==> src/rtl/core/assert_macros.svh <==
// ============================================================================
// Assertion macros
// Concurrent assertion wrappers used by rdc_back. They compile to nothing
// when SYNTHESIS is defined.
// ============================================================================
`ifndef ASSERT_MACROS_SVH
`define ASSERT_MACROS_SVH

`ifndef SYNTHESIS

`define ASSERT_IMPLY(lbl, clk, rst, ante, cons) \
   lbl: assert property (@(posedge clk) disable iff (rst) (ante) |-> (cons)) \
      else $error("implication check failed");

`define ASSERT_ALWAYS(lbl, clk, rst, cond) \
   lbl: assert property (@(posedge clk) disable iff (rst) (cond)) \
      else $error("invariant check failed");

`else

`define ASSERT_IMPLY(lbl, clk, rst, ante, cons)

`define ASSERT_ALWAYS(lbl, clk, rst, cond)

`endif

`endif

==> src/rtl/core/rdc_pkg.sv <==
// ============================================================================
// rdc_pkg
// Shared constants, types and helpers of the radix digit converter.
// ============================================================================
package rdc_pkg;

   localparam int DEFAULT_VALUE_WIDTH = 32;
   localparam int DEFAULT_MAX_DIGITS  = 32;

   localparam int VALUE_IN_W = 32;   // width of the value port
   localparam int RADIX_W    = 9;
   localparam int DIGIT_W    = 8;

   localparam logic [RADIX_W-1:0] RADIX_RESET = 9'd10;
   localparam logic [RADIX_W-1:0] RADIX_MIN   = 9'd2;
   localparam logic [RADIX_W-1:0] RADIX_MAX   = 9'd256;

   // quotient bits resolved per divider cycle
   localparam int BITS_PER_CYCLE = 4;

   localparam int QUEUE_DEPTH = 2;

   typedef enum logic [2:0] {
      ST_IDLE = 3'b001,
      ST_DIV  = 3'b010,
      ST_EMIT = 3'b100
   } back_state_type;

   function automatic logic [RADIX_W-1:0] clamp_radix(input logic [RADIX_W-1:0] r);
      if (r < RADIX_MIN) begin
         return RADIX_MIN;
      end else if (r > RADIX_MAX) begin
         return RADIX_MAX;
      end else begin
         return r;
      end
   endfunction

endpackage

==> src/rtl/core/radix_digit_converter.sv <==
// ============================================================================
// radix_digit_converter
// Writes an unsigned integer as digits in a programmable radix.
// ============================================================================
// Usage:
//   req_valid/req_ready/req_value take one unsigned value per item.
//   rsp_valid/rsp_ready return its digits, most significant first, one item
//   per digit; rsp_last_digit marks the least significant digit. Zero gives
//   the single digit 0.
//   csr_wr_en/csr_wr_data write the radix (2..256, reset 10; lower values act
//   as 2, higher as 256). Write it only while no conversion is in flight.
// Timing:
//   4 quotient bits per divider cycle; each digit takes a full division of the
//   W-bit value, padded to a multiple of 4 bits. With an open receiver the
//   digits leave one per cycle; the next item is dequeued only once the back
//   end has moved the last digit of the current item to its output register.
//   Reset empties the two-entry queue, idles the back end, sets the radix to 10.
//   A stall holds the digit and the back end; only a held last digit lets the
//   next item start dividing. Input is refused only when the queue is full.
// ============================================================================
module radix_digit_converter #(
   parameter int VALUE_WIDTH = rdc_pkg::DEFAULT_VALUE_WIDTH,
   parameter int MAX_DIGITS  = rdc_pkg::DEFAULT_MAX_DIGITS
) (
   input  logic                          clock,
   input  logic                          reset,
   input  logic                          req_valid,
   output logic                          req_ready,
   input  logic [rdc_pkg::VALUE_IN_W-1:0] req_value,
   output logic                          rsp_valid,
   input  logic                          rsp_ready,
   output logic [rdc_pkg::DIGIT_W-1:0]   rsp_digit,
   output logic                          rsp_last_digit,
   input  logic                          csr_wr_en,
   input  logic [rdc_pkg::RADIX_W-1:0]   csr_wr_data
);
   import rdc_pkg::*;

   localparam int CONV_W = (VALUE_WIDTH < VALUE_IN_W) ? VALUE_WIDTH : VALUE_IN_W;

   logic               q_valid;
   logic               q_ready;
   logic [CONV_W-1:0]  q_value;
   logic [RADIX_W-1:0] q_radix;

   rdc_front #(
      .CONV_W (CONV_W)
   ) u_front (
      .clock       (clock),
      .reset       (reset),
      .req_valid   (req_valid),
      .req_ready   (req_ready),
      .req_value   (req_value),
      .csr_wr_en   (csr_wr_en),
      .csr_wr_data (csr_wr_data),
      .q_valid     (q_valid),
      .q_ready     (q_ready),
      .q_value     (q_value),
      .q_radix     (q_radix)
   );

   rdc_back #(
      .CONV_W     (CONV_W),
      .MAX_DIGITS (MAX_DIGITS)
   ) u_back (
      .clock          (clock),
      .reset          (reset),
      .q_valid        (q_valid),
      .q_ready        (q_ready),
      .q_value        (q_value),
      .q_radix        (q_radix),
      .rsp_valid      (rsp_valid),
      .rsp_ready      (rsp_ready),
      .rsp_digit      (rsp_digit),
      .rsp_last_digit (rsp_last_digit)
   );

endmodule

==> src/rtl/core/rdc_front.sv <==
// ============================================================================
// rdc_front
// Holds the radix register, trims incoming items and queues them for the
// conversion back end.
// ============================================================================
module rdc_front #(
   parameter int CONV_W = rdc_pkg::DEFAULT_VALUE_WIDTH
) (
   input  logic                              clock,
   input  logic                              reset,
   input  logic                              req_valid,
   output logic                              req_ready,
   input  logic [rdc_pkg::VALUE_IN_W-1:0]    req_value,
   input  logic                              csr_wr_en,
   input  logic [rdc_pkg::RADIX_W-1:0]       csr_wr_data,
   output logic                              q_valid,
   input  logic                              q_ready,
   output logic [CONV_W-1:0]                 q_value,
   output logic [rdc_pkg::RADIX_W-1:0]       q_radix
);
   import rdc_pkg::*;

   localparam int PTR_W = (QUEUE_DEPTH > 1) ? $clog2(QUEUE_DEPTH) : 1;
   localparam int CNT_W = $clog2(QUEUE_DEPTH + 1);

   logic [RADIX_W-1:0] radix_ff, radix_in;
   logic [CONV_W-1:0]  entry_value_ff [QUEUE_DEPTH];
   logic [RADIX_W-1:0] entry_radix_ff [QUEUE_DEPTH];
   logic [PTR_W-1:0]   wr_ptr_ff, wr_ptr_in;
   logic [PTR_W-1:0]   rd_ptr_ff, rd_ptr_in;
   logic [CNT_W-1:0]   count_ff, count_in;
   logic               push, pop;

   assign radix_in = csr_wr_en ? csr_wr_data : radix_ff;

   assign req_ready = (count_ff < CNT_W'(QUEUE_DEPTH));
   assign q_valid   = (count_ff != '0);
   assign push      = req_valid && req_ready;
   assign pop       = q_valid && q_ready;

   assign q_value = entry_value_ff[rd_ptr_ff];
   assign q_radix = entry_radix_ff[rd_ptr_ff];

   always_comb begin
      wr_ptr_in = wr_ptr_ff;
      rd_ptr_in = rd_ptr_ff;
      count_in  = count_ff;
      if (push) begin
         wr_ptr_in = (wr_ptr_ff == PTR_W'(QUEUE_DEPTH - 1)) ? '0 : wr_ptr_ff + 1'b1;
      end
      if (pop) begin
         rd_ptr_in = (rd_ptr_ff == PTR_W'(QUEUE_DEPTH - 1)) ? '0 : rd_ptr_ff + 1'b1;
      end
      if (push && !pop) begin
         count_in = count_ff + 1'b1;
      end else if (pop && !push) begin
         count_in = count_ff - 1'b1;
      end
   end

   always_ff @(posedge clock) begin
      if (reset) begin
         radix_ff  <= RADIX_RESET;
         wr_ptr_ff <= '0;
         rd_ptr_ff <= '0;
         count_ff  <= '0;
      end else begin
         radix_ff  <= radix_in;
         wr_ptr_ff <= wr_ptr_in;
         rd_ptr_ff <= rd_ptr_in;
         count_ff  <= count_in;
      end
   end

   // item is trimmed to the conversion width, radix clamped to 2..256
   always_ff @(posedge clock) begin
      if (push) begin
         entry_value_ff[wr_ptr_ff] <= req_value[CONV_W-1:0];
         entry_radix_ff[wr_ptr_ff] <= clamp_radix(radix_ff);
      end
   end

endmodule

==> src/rtl/core/rdc_back.sv <==
// ============================================================================
// rdc_back
// Radix divider, digit store and most-significant-first digit emitter.
// ============================================================================
`include "assert_macros.svh"

module rdc_back #(
   parameter int CONV_W     = rdc_pkg::DEFAULT_VALUE_WIDTH,
   parameter int MAX_DIGITS = rdc_pkg::DEFAULT_MAX_DIGITS
) (
   input  logic                          clock,
   input  logic                          reset,
   input  logic                          q_valid,
   output logic                          q_ready,
   input  logic [CONV_W-1:0]             q_value,
   input  logic [rdc_pkg::RADIX_W-1:0]   q_radix,
   output logic                          rsp_valid,
   input  logic                          rsp_ready,
   output logic [rdc_pkg::DIGIT_W-1:0]   rsp_digit,
   output logic                          rsp_last_digit
);
   import rdc_pkg::*;

   localparam int PAD_W  = ((CONV_W + BITS_PER_CYCLE - 1) / BITS_PER_CYCLE) * BITS_PER_CYCLE;
   localparam int STEPS  = PAD_W / BITS_PER_CYCLE;
   localparam int STEP_W = (STEPS > 1) ? $clog2(STEPS) : 1;
   localparam int ADDR_W = $clog2(MAX_DIGITS);

   back_state_type     state_ff, state_in;
   logic [STEP_W-1:0]  step_ff, step_in;
   logic [ADDR_W-1:0]  cnt_ff, cnt_in;
   logic [ADDR_W-1:0]  rd_ptr_ff, rd_ptr_in;
   logic               issuing_ff, issuing_in;
   logic               pend_ff, pend_in;
   logic               rsp_valid_ff, rsp_valid_in;
   logic [RADIX_W-1:0] rem_ff, rem_in;
   logic [RADIX_W-1:0] radix_ff, radix_in;
   logic [PAD_W-1:0]   work_ff, work_in;
   logic [DIGIT_W-1:0] rd_data_ff;
   logic               rd_last_ff;
   logic [DIGIT_W-1:0] rsp_digit_ff;
   logic               rsp_last_ff;
   logic [DIGIT_W-1:0] digit_mem [MAX_DIGITS];

   logic [RADIX_W-1:0] div_rem;
   logic [PAD_W-1:0]   div_work;
   logic               mem_we;
   logic               issue;
   logic               advance;

   // restoring division, BITS_PER_CYCLE quotient bits per cycle;
   // quotient bits shift into the low end of the dividend word
   always_comb begin
      div_rem  = rem_ff;
      div_work = work_ff;
      for (int i = 0; i < BITS_PER_CYCLE; i++) begin
         div_rem  = {div_rem[RADIX_W-2:0], div_work[PAD_W-1]};
         div_work = {div_work[PAD_W-2:0], 1'b0};
         if (div_rem >= radix_ff) begin
            div_rem     = div_rem - radix_ff;
            div_work[0] = 1'b1;
         end
      end
   end

   assign advance = pend_ff && (!rsp_valid_ff || rsp_ready);
   assign issue   = (state_ff == ST_EMIT) && issuing_ff && (!pend_ff || advance);
   assign pend_in = issue || (pend_ff && !advance);
   assign rsp_valid_in = advance || (rsp_valid_ff && !rsp_ready);

   assign q_ready = (state_ff == ST_IDLE);

   always_comb begin
      state_in   = state_ff;
      step_in    = step_ff;
      cnt_in     = cnt_ff;
      rd_ptr_in  = rd_ptr_ff;
      issuing_in = issuing_ff;
      rem_in     = rem_ff;
      radix_in   = radix_ff;
      work_in    = work_ff;
      mem_we     = 1'b0;
      case (state_ff)
         ST_IDLE: begin
            if (q_valid) begin
               work_in  = PAD_W'(q_value);
               radix_in = q_radix;
               rem_in   = '0;
               step_in  = '0;
               cnt_in   = '0;
               state_in = ST_DIV;
            end
         end
         ST_DIV: begin
            rem_in  = div_rem;
            work_in = div_work;
            step_in = step_ff + 1'b1;
            if (step_ff == STEP_W'(STEPS - 1)) begin
               mem_we  = 1'b1;
               step_in = '0;
               rem_in  = '0;
               // stop on a zero quotient or when the store is full
               if (div_work == '0 || cnt_ff == ADDR_W'(MAX_DIGITS - 1)) begin
                  rd_ptr_in  = cnt_ff;
                  issuing_in = 1'b1;
                  state_in   = ST_EMIT;
               end else begin
                  cnt_in = cnt_ff + 1'b1;
               end
            end
         end
         ST_EMIT: begin
            if (issue) begin
               if (rd_ptr_ff == '0) begin
                  issuing_in = 1'b0;
               end else begin
                  rd_ptr_in = rd_ptr_ff - 1'b1;
               end
            end
            if (!issuing_ff && !pend_ff) begin
               state_in = ST_IDLE;
            end
         end
         default: begin
            state_in = ST_IDLE;
         end
      endcase
   end

   always_ff @(posedge clock) begin
      if (reset) begin
         state_ff     <= ST_IDLE;
         step_ff      <= '0;
         cnt_ff       <= '0;
         rd_ptr_ff    <= '0;
         issuing_ff   <= 1'b0;
         pend_ff      <= 1'b0;
         rsp_valid_ff <= 1'b0;
      end else begin
         state_ff     <= state_in;
         step_ff      <= step_in;
         cnt_ff       <= cnt_in;
         rd_ptr_ff    <= rd_ptr_in;
         issuing_ff   <= issuing_in;
         pend_ff      <= pend_in;
         rsp_valid_ff <= rsp_valid_in;
      end
   end

   always_ff @(posedge clock) begin
      rem_ff   <= rem_in;
      radix_ff <= radix_in;
      work_ff  <= work_in;
   end

   // digit store: digits land least significant first, read back in reverse
   always_ff @(posedge clock) begin
      if (mem_we) begin
         digit_mem[cnt_ff] <= div_rem[DIGIT_W-1:0];
      end
      if (issue) begin
         rd_data_ff <= digit_mem[rd_ptr_ff];
         rd_last_ff <= (rd_ptr_ff == '0);
      end
   end

   always_ff @(posedge clock) begin
      if (advance) begin
         rsp_digit_ff <= rd_data_ff;
         rsp_last_ff  <= rd_last_ff;
      end
   end

   assign rsp_valid      = rsp_valid_ff;
   assign rsp_digit      = rsp_digit_ff;
   assign rsp_last_digit = rsp_last_ff;

   `ASSERT_IMPLY(a_rem_below_radix, clock, reset, state_ff == ST_DIV, rem_ff < radix_ff)
   `ASSERT_IMPLY(a_pend_in_emit, clock, reset, pend_ff, state_ff == ST_EMIT)
   `ASSERT_IMPLY(a_issue_in_emit, clock, reset, issuing_ff, state_ff == ST_EMIT)
   `ASSERT_IMPLY(a_radix_legal, clock, reset, state_ff == ST_DIV,
      (radix_ff >= RADIX_MIN) && (radix_ff <= RADIX_MAX))

endmodule
==> config.mk <==
export PLATFORM = sky130hd
export DESIGN_NAME = radix_digit_converter
export DESIGN_NICKNAME = d
export VERILOG_FILES = /design/src/rtl/core/rdc_pkg.sv /design/src/rtl/core/radix_digit_converter.sv /design/src/rtl/core/rdc_front.sv /design/src/rtl/core/rdc_back.sv
export VERILOG_INCLUDE_DIRS = /design/src /design/src/rtl/core
export SDC_FILE = /design/constraint.sdc
export NUM_CORES = 1
export LEC_CHECK = 0
export ABC_AREA = 1
export BUFFER_PORTS_ARGS = -buffer_cell sky130_fd_sc_hd__buf_2
export CORE_UTILIZATION = 42
export CTS_CLUSTER_DIAMETER = 60
export DETAILED_ROUTE_END_ITERATION = 7
export HOLD_SLACK_MARGIN = 0.03
export PLACE_DENSITY_LB_ADDON = 0.15
export REMOVE_ABC_BUFFERS = 1
export SLEW_MARGIN = 20
export SYNTH_ARGS = -nofsm -noshare
export SYNTH_HDL_FRONTEND = slang
export SYNTH_SLANG_ARGS = --single-unit
==> constraint.sdc <==
create_clock -name clock -period 5.8 [get_ports clock]
set_input_delay 1.16 -clock clock [delete_from_list [all_inputs] [get_ports clock]]
set_output_delay 1.16 -clock clock [all_outputs]
set_load 0.005 [all_outputs]
### Word-level counts from Yosys, hierarchy flattened

Memories as Yosys holds them, arrays and structs flattened. A register that Yosys moved wholly into a read port is not among the register bits.
Index checks and enable logic that the tools add are counted.

* output and inout port bits: 11
* bits in writable memories: 338
* memories: 3
* register bits after elaboration: 82
* input port bits: 46

Memory list
* u_back.digit_mem: depth 32, bits a word 8, rd ports 1, clocked after Yosys merged registers in 1, wr ports 1, line rdc_back.sv:43 `logic [DIGIT_W-1:0] digit_mem [MAX_DIGITS];`
* u_front.entry_value_ff: depth 2, bits a word 32, rd ports 1, clocked after Yosys merged registers in 1, wr ports 1, line rdc_front.sv:27 `logic [CONV_W-1:0] entry_value_ff [QUEUE_DEPTH];`
* u_front.entry_radix_ff: depth 2, bits a word 9, rd ports 1, clocked after Yosys merged registers in 1, wr ports 1, line rdc_front.sv:28 `logic [RADIX_W-1:0] entry_radix_ff [QUEUE_DEPTH];`

* magnitude comparators: 7
* reduce and logical (&&, ||, !) cells: 34
* add/subtract/negate cells: 11
* equal/unequal tests: 13
* mux-type cells: 50

Operator list (number)
* $pmux W32 S2: 1
* $mux W8: 6
* $ge A9 B9 Y1: 4
* $mux W5: 7
* $logic_not A32 Y1: 1
* $mux W32: 1
* $sub A8 B8 Y8: 4
* $mux W9: 3
* $pmux W5 S2: 2
* $mux W1: 18
* $mux W3: 6
* $pmux W8 S2: 1
* $logic_and A1 B1 Y1: 10
* $reduce_and A5 Y1: 2
* $gt A9 B9 Y1 const B: 1
* $lt A9 B2 Y1 const B: 1
* $pmux W3 S3: 1
* $ne A2 B1 Y1 const B: 4
* $ne A2 B2 Y1 const B: 4
* $reduce_and A4 Y1: 2
* $reduce_bool A2 Y1: 4
* $logic_not A1 Y1: 7
* $eq A3 B3 Y1 const B: 2
* $pmux W3 S2: 1
* other kinds (15): 22

### Longest topological paths before layout

* depth after elaboration: 13
* depth in mapped cells: 50

### Modules after synthesis

Synthesis repeated with hierarchy kept, for this count alone.

* cell total of the unflattened synthesis: 1681
* area total of the unflattened synthesis: 19600.0 um^2

By module, submodules not included
* rdc_back: area an instance 15803.9 um^2, times used 1, cells an instance 1458, seq. area each 10079.7 um^2
* rdc_front: area an instance 3796.1 um^2, times used 1, cells an instance 223, seq. area each 2742.6 um^2

### Worst setup path before layout

No wires, ideal clock.

* path kind: reg-to-reg
* from: reg u_back.radix_ff[1] (read register of u_front.entry_radix_ff)
* to: mem u_back.digit_mem[0][3], data pin
* path slack: -150 ps
* data required time: 5408 ps
* arrival: 5558 ps
* cell stages (with the launch flop): 44
* setup time: 392 ps
* path through: edfxtp_1 > inv_1 > ha_1 > nand2_1 > nor2_1 > nand2_1 > nand3_2 > nand2_2 > nand2_2 > buf_6 > o21ai_0 > inv_1 > ha_1 > nand2_1 > inv_1 > a21oi_1 > nand4_2 > buf_6 > [8 not listed] > nand2_2 > nand4_4 > inv_2 > buf_2 > nand3_2 > nand2_1 > inv_1 > ha_1 > nand2_1 > inv_1 > nand2_1 > nand2_1 > nand2_1 > nand4_2 > nor2_4 > inv_2 > nand2_1 > nand2_1

* longest elaborated chain between the ends: 8
* elaborated cells on any way between the ends: 12
* those cells by class: add/sub: 4; order compare: 4; mux: 4

RTL lines
* from (decl): line rdc_back.sv:37 `logic [RADIX_W-1:0] radix_ff, radix_in;`
* $sub A8 B8 Y8 or $ge A9 B9 Y1 (tied branches): line rdc_back.sv:60, rdc_back.sv:59
* $mux W8: line rdc_back.sv:59 `if (div_rem >= radix_ff) begin`
* $sub A8 B8 Y8 or $ge A9 B9 Y1 (tied branches): line rdc_back.sv:60, rdc_back.sv:59
* $mux W8: line rdc_back.sv:59
* $ge A9 B9 Y1 or $sub A8 B8 Y8 (tied branches): line rdc_back.sv:59, rdc_back.sv:60
* $mux W8: line rdc_back.sv:59
* $sub A8 B8 Y8 or $ge A9 B9 Y1 (tied branches): line rdc_back.sv:60, rdc_back.sv:59
* $mux W8 *: line rdc_back.sv:59
* net u_back.div_rem[3]: line rdc_back.sv:45 `logic [RADIX_W-1:0] div_rem;`
* to (decl): line rdc_back.sv:43

The timed path passes the listed nets; every way through them passes the cells marked *.

### Worst setup path in the final report

* from: reg u_back.work_ff[31]
* to: mem u_back.digit_mem[1][1], data pin

* longest elaborated chain between the ends: 8
* elaborated cells on any way between the ends: 12
* those cells by class: add/sub: 4; order compare: 4; mux: 4

RTL lines
* from (decl): line rdc_back.sv:38 `logic [PAD_W-1:0] work_ff, work_in;`
* from (signal assigned): line rdc_back.sv:153 `work_ff <= work_in;`
* $sub A8 B8 Y8 or $ge A9 B9 Y1 (tied branches): line rdc_back.sv:60, rdc_back.sv:59
* $mux W8 *: line rdc_back.sv:59
* $sub A8 B8 Y8 or $ge A9 B9 Y1 (tied branches): line rdc_back.sv:60, rdc_back.sv:59
* $mux W8 *: line rdc_back.sv:59
* $ge A9 B9 Y1 or $sub A8 B8 Y8 (tied branches): line rdc_back.sv:59, rdc_back.sv:60
* $mux W8 *: line rdc_back.sv:59
* $sub A8 B8 Y8 or $ge A9 B9 Y1 (tied branches): line rdc_back.sv:60, rdc_back.sv:59
* $mux W8 *: line rdc_back.sv:59
* net u_back.div_rem[1]: line rdc_back.sv:45

Marked as above.

==> summary.md <==
| Metric | Value |
|---|---|
| Root Buffer | `clkbuf_16` |
| Width of the die | `216 um` |
| Most frequent cells in the layout | `edfxtp_1 (405), nor2_1 (248), nand2_1 (232)` |
| Drt wl/cell | `19.7 um` |
| Largest net degree at the start of global routing | `81` |
| WL final | `49.9 mm` |
| Hold_buf cts | `0` |
| Syn Area/Cell | `11.3 um^2` |
| Synth Register Bits | `about 440` |
| Worst-Skew Late Latency | `0.57 ns` |
| Placer congestion estimate | `a little under 0.9` |
| Class of the worst hold path | `flip-flop to flip-flop` |
| Post-route DRC violation count | `0` |
| Final Skew | `0.0191 ns` |
| Startpoint types | `flip-flop` |
| Endpoints failing hold | `0` |
| Layout net count | `1988` |
| Htree depth | `2` |
| Worst Setup End Kind | `flip-flop` |
| Commonest non-fill, non-tap cell in the layout | `edfxtp_1` |
| Total negative slack | `0 ns` |
| Clock buffer count from CTS | `45` |
| Max Used Layer | `met4` |
| WP data required | `approximately 6 ns` |
| Max Clock Freq | `175 MHz` |
| Proportion of layout cells with a drive suffix above 1 | `0.250` |
| GRT Resource Usage Total | `0.210` |
| Layout area overhead | `23.8%` |
| Clock slew at reported path FFs | `about 0.06 ns` |
| Crit path arrival time | `between 6 and 7 ns` |
| Die area | `between 40000 and 50000 um^2` |
| Sequential-to-total area share from yosys stat | `0.667` |
| Relative slew slack | `0.243` |
| Period utilization | `0.986` |
| DR iter-0 viols | `around 1200` |
| WL met2 | `around 23 mm` |
| TritonCTS clock tree | `built` |
| Yosys Warn Count | `0` |
| Worst Tran Pin Value | `approximately 1.1 ns` |
| Hpwl dp | `30.4 mm` |
| Routed vias | `13500` |
| Input/output buffers | `56` |
| # setup viols final | `0` |
| Clock tree buffer depth | `3` |
| Ports | `57` |
| Clock sinks | `438` |
| Netlist cell types | `50` |
| Starting density of the core | `0.425` |
| WL met3 | `2.58 mm` |
| Synth top area cells | `edfxtp_1 (63%), nand2_1 (5.4%), nor2_1 (5.1%)` |
| GRT overflow | `0` |
| Core Region | `45300 um^2` |
| R2R setup slack | `0.08 ns` |
| Met1 WL | `roughly 23 mm` |
| Row count | `78` |
| Synthesized instance count | `1703` |
| First-pass GRT wire length | `approximately 75 mm` |
| Post-route minimum period | `5.72 ns` |
| Vias per cell | `5.34` |
| # fillers | `4005` |
| Most frequent CP cell | `nand2_2` |
| Mapped Area | `around 19000 um^2` |
| Post-DRT Antenna Nets | `0` |
| Slowest cell on crit path | `fa_2` |
| Unrepaired setup endpoints after global routing | `true` |
| Status | `finished, final reports clean` |
| Crit Path Max Fanout | `8` |
| Slowest stage delay, CP | `between 0.4 and 0.5 ns` |
| Max Cap Violations | `0` |
| Die height | `roughly 220 um` |
| Setup Crit Path Kind | `flip-flop to flip-flop` |
| Vias in the first global route | `13000` |
| Initial antenna violation count | `1` |
| Pre-Repair DR Iteration Count | `5` |
| Pins Over Slew Limit | `0` |
| Top cell type's share of synthesized area | `0.632` |
| Area leader, netlist | `edfxtp_1` |
path summary, 6_finish.rpt:
path                            cells after the start                      startpoint                                to
worst max-delay path                               38    u_back.work_ff[31]$_DFFE_PP_  u_back.digit_mem[1][1]$_DFFE_PP_
worst min-delay path                                0  u_back.rd_data_ff[1]$_DFFE_PP_     u_back.rsp_digit[1]$_DFFE_PP_
worst min register to register                      0  u_back.rd_data_ff[1]$_DFFE_PP_     u_back.rsp_digit[1]$_DFFE_PP_
worst max register to register                     38    u_back.work_ff[31]$_DFFE_PP_  u_back.digit_mem[1][1]$_DFFE_PP_
critical path: cells and delay by family (launching register included):
kind | cells | cell delay, ns
and+or+nand+nor | 21 | 2.14
AOI/OAI and AO/OA | 2 | 0.23
muxes | 1 | 0.11
xor gates and xnor gates | 2 | 0.35
buffers and inverters | 7 | 0.80
DFF | 1 | 0.38
adders and majority gates | 5 | 1.42
sequential cells by signal (all words and copies together) (netlist names), 2 cells and up, named ones only:
register	cells
u_back.state_ff	3
u_back.radix_ff	9
u_back.digit_mem	256
u_back.rem_ff	8
u_back.cnt_ff	5
u_back.rd_data_ff	8
u_back.rsp_digit	8
u_front.entry_value_ff	64
u_back.work_ff	32
u_back.rd_ptr_ff	5
u_front.entry_radix_ff	18
u_back.step_ff	3
u_front.count_ff	2
u_front.radix_ff	9
what timing repair did:
action / 4_1_cts / 5_1_grt
setup endpoints to repair: 279 / 279
pin swaps: 23 / 76
buffers inserted: 12 / 18
gates cloned: 2 / 3
gates resized for setup: 69 / 144
cells in the mapped netlist, drive strengths merged:
master / number
nor2: 265
a31oi: 36
o21a: 1
nor3: 14
nor3b: 1
nand4: 11
o22a: 1
clkinv: 5
clkbuf: 55
o22ai: 31
nor4: 1
nand3: 65
o21ai: 150
ha: 46
or2: 6
dfxtp: 33
inv: 107
xnor2: 9
o31ai: 2
a221oi: 16
a21boi: 5
o221ai: 22
mux2i: 2
o2bb2ai: 4
a21oi: 80
nand3b: 2
edfxtp: 405
a21o: 2
xor2: 11
nand2: 289
buf: 22
fa: 4
layout make-up:
type                    count  area [um^2]  area share
diodes                      1         2.50    0.000105
clock buffers              58         1200      0.0502
clock inverters            24          219     0.00920
inverters                 112          439      0.0184
multi-input cells        1076         6610       0.278
flip-flops and latches    438        12800       0.539
well taps                 600          751      0.0315
repair buffers            219         1760      0.0740
cells by family (layout without fill, tap and decap cells):
logic type | Yosys count | after routing | synth area share
flops | 438 | 438 | 0.667
other cells | 0 | 1 | 0
mux | 2 | 2 | 0.00104
fa+ha+maj | 50 | 50 | 0.0341
compound gates | 350 | 350 | 0.106
xor+xnor | 20 | 20 | 0.00911
buf+inv | 189 | 413 | 0.0389
simple gates | 654 | 654 | 0.144
routing by layer:
| metal | up-vias | global-route usage |
|---|---|---|
| met5 | - | 0 |
| met4 | 0 | 0.0580 |
| met3 | 83 | 0.0296 |
| met2 | 343 | 0.335 |
| met1 | 6634 | 0.300 |
| li1 | 6442 | - |
through the flow:
step                area [um^2]  hold WS (ns)  utilization  cells  setup slack (ns)
floorplan                 18900         0.400            -   1626            -0.211
global placement          21100         0.402        0.465   2411            -0.259
detailed placement        21100         0.405        0.465   2411            -0.335
CTS                       23000         0.403        0.507   2507          0.000321
global route              23800         0.411        0.526   2528            -0.182
finish                    23800         0.412        0.526   2528            0.0795
Power is not shown: default switching activity piles up to over one toggle a cycle in this logic, so the estimate is an artifact.
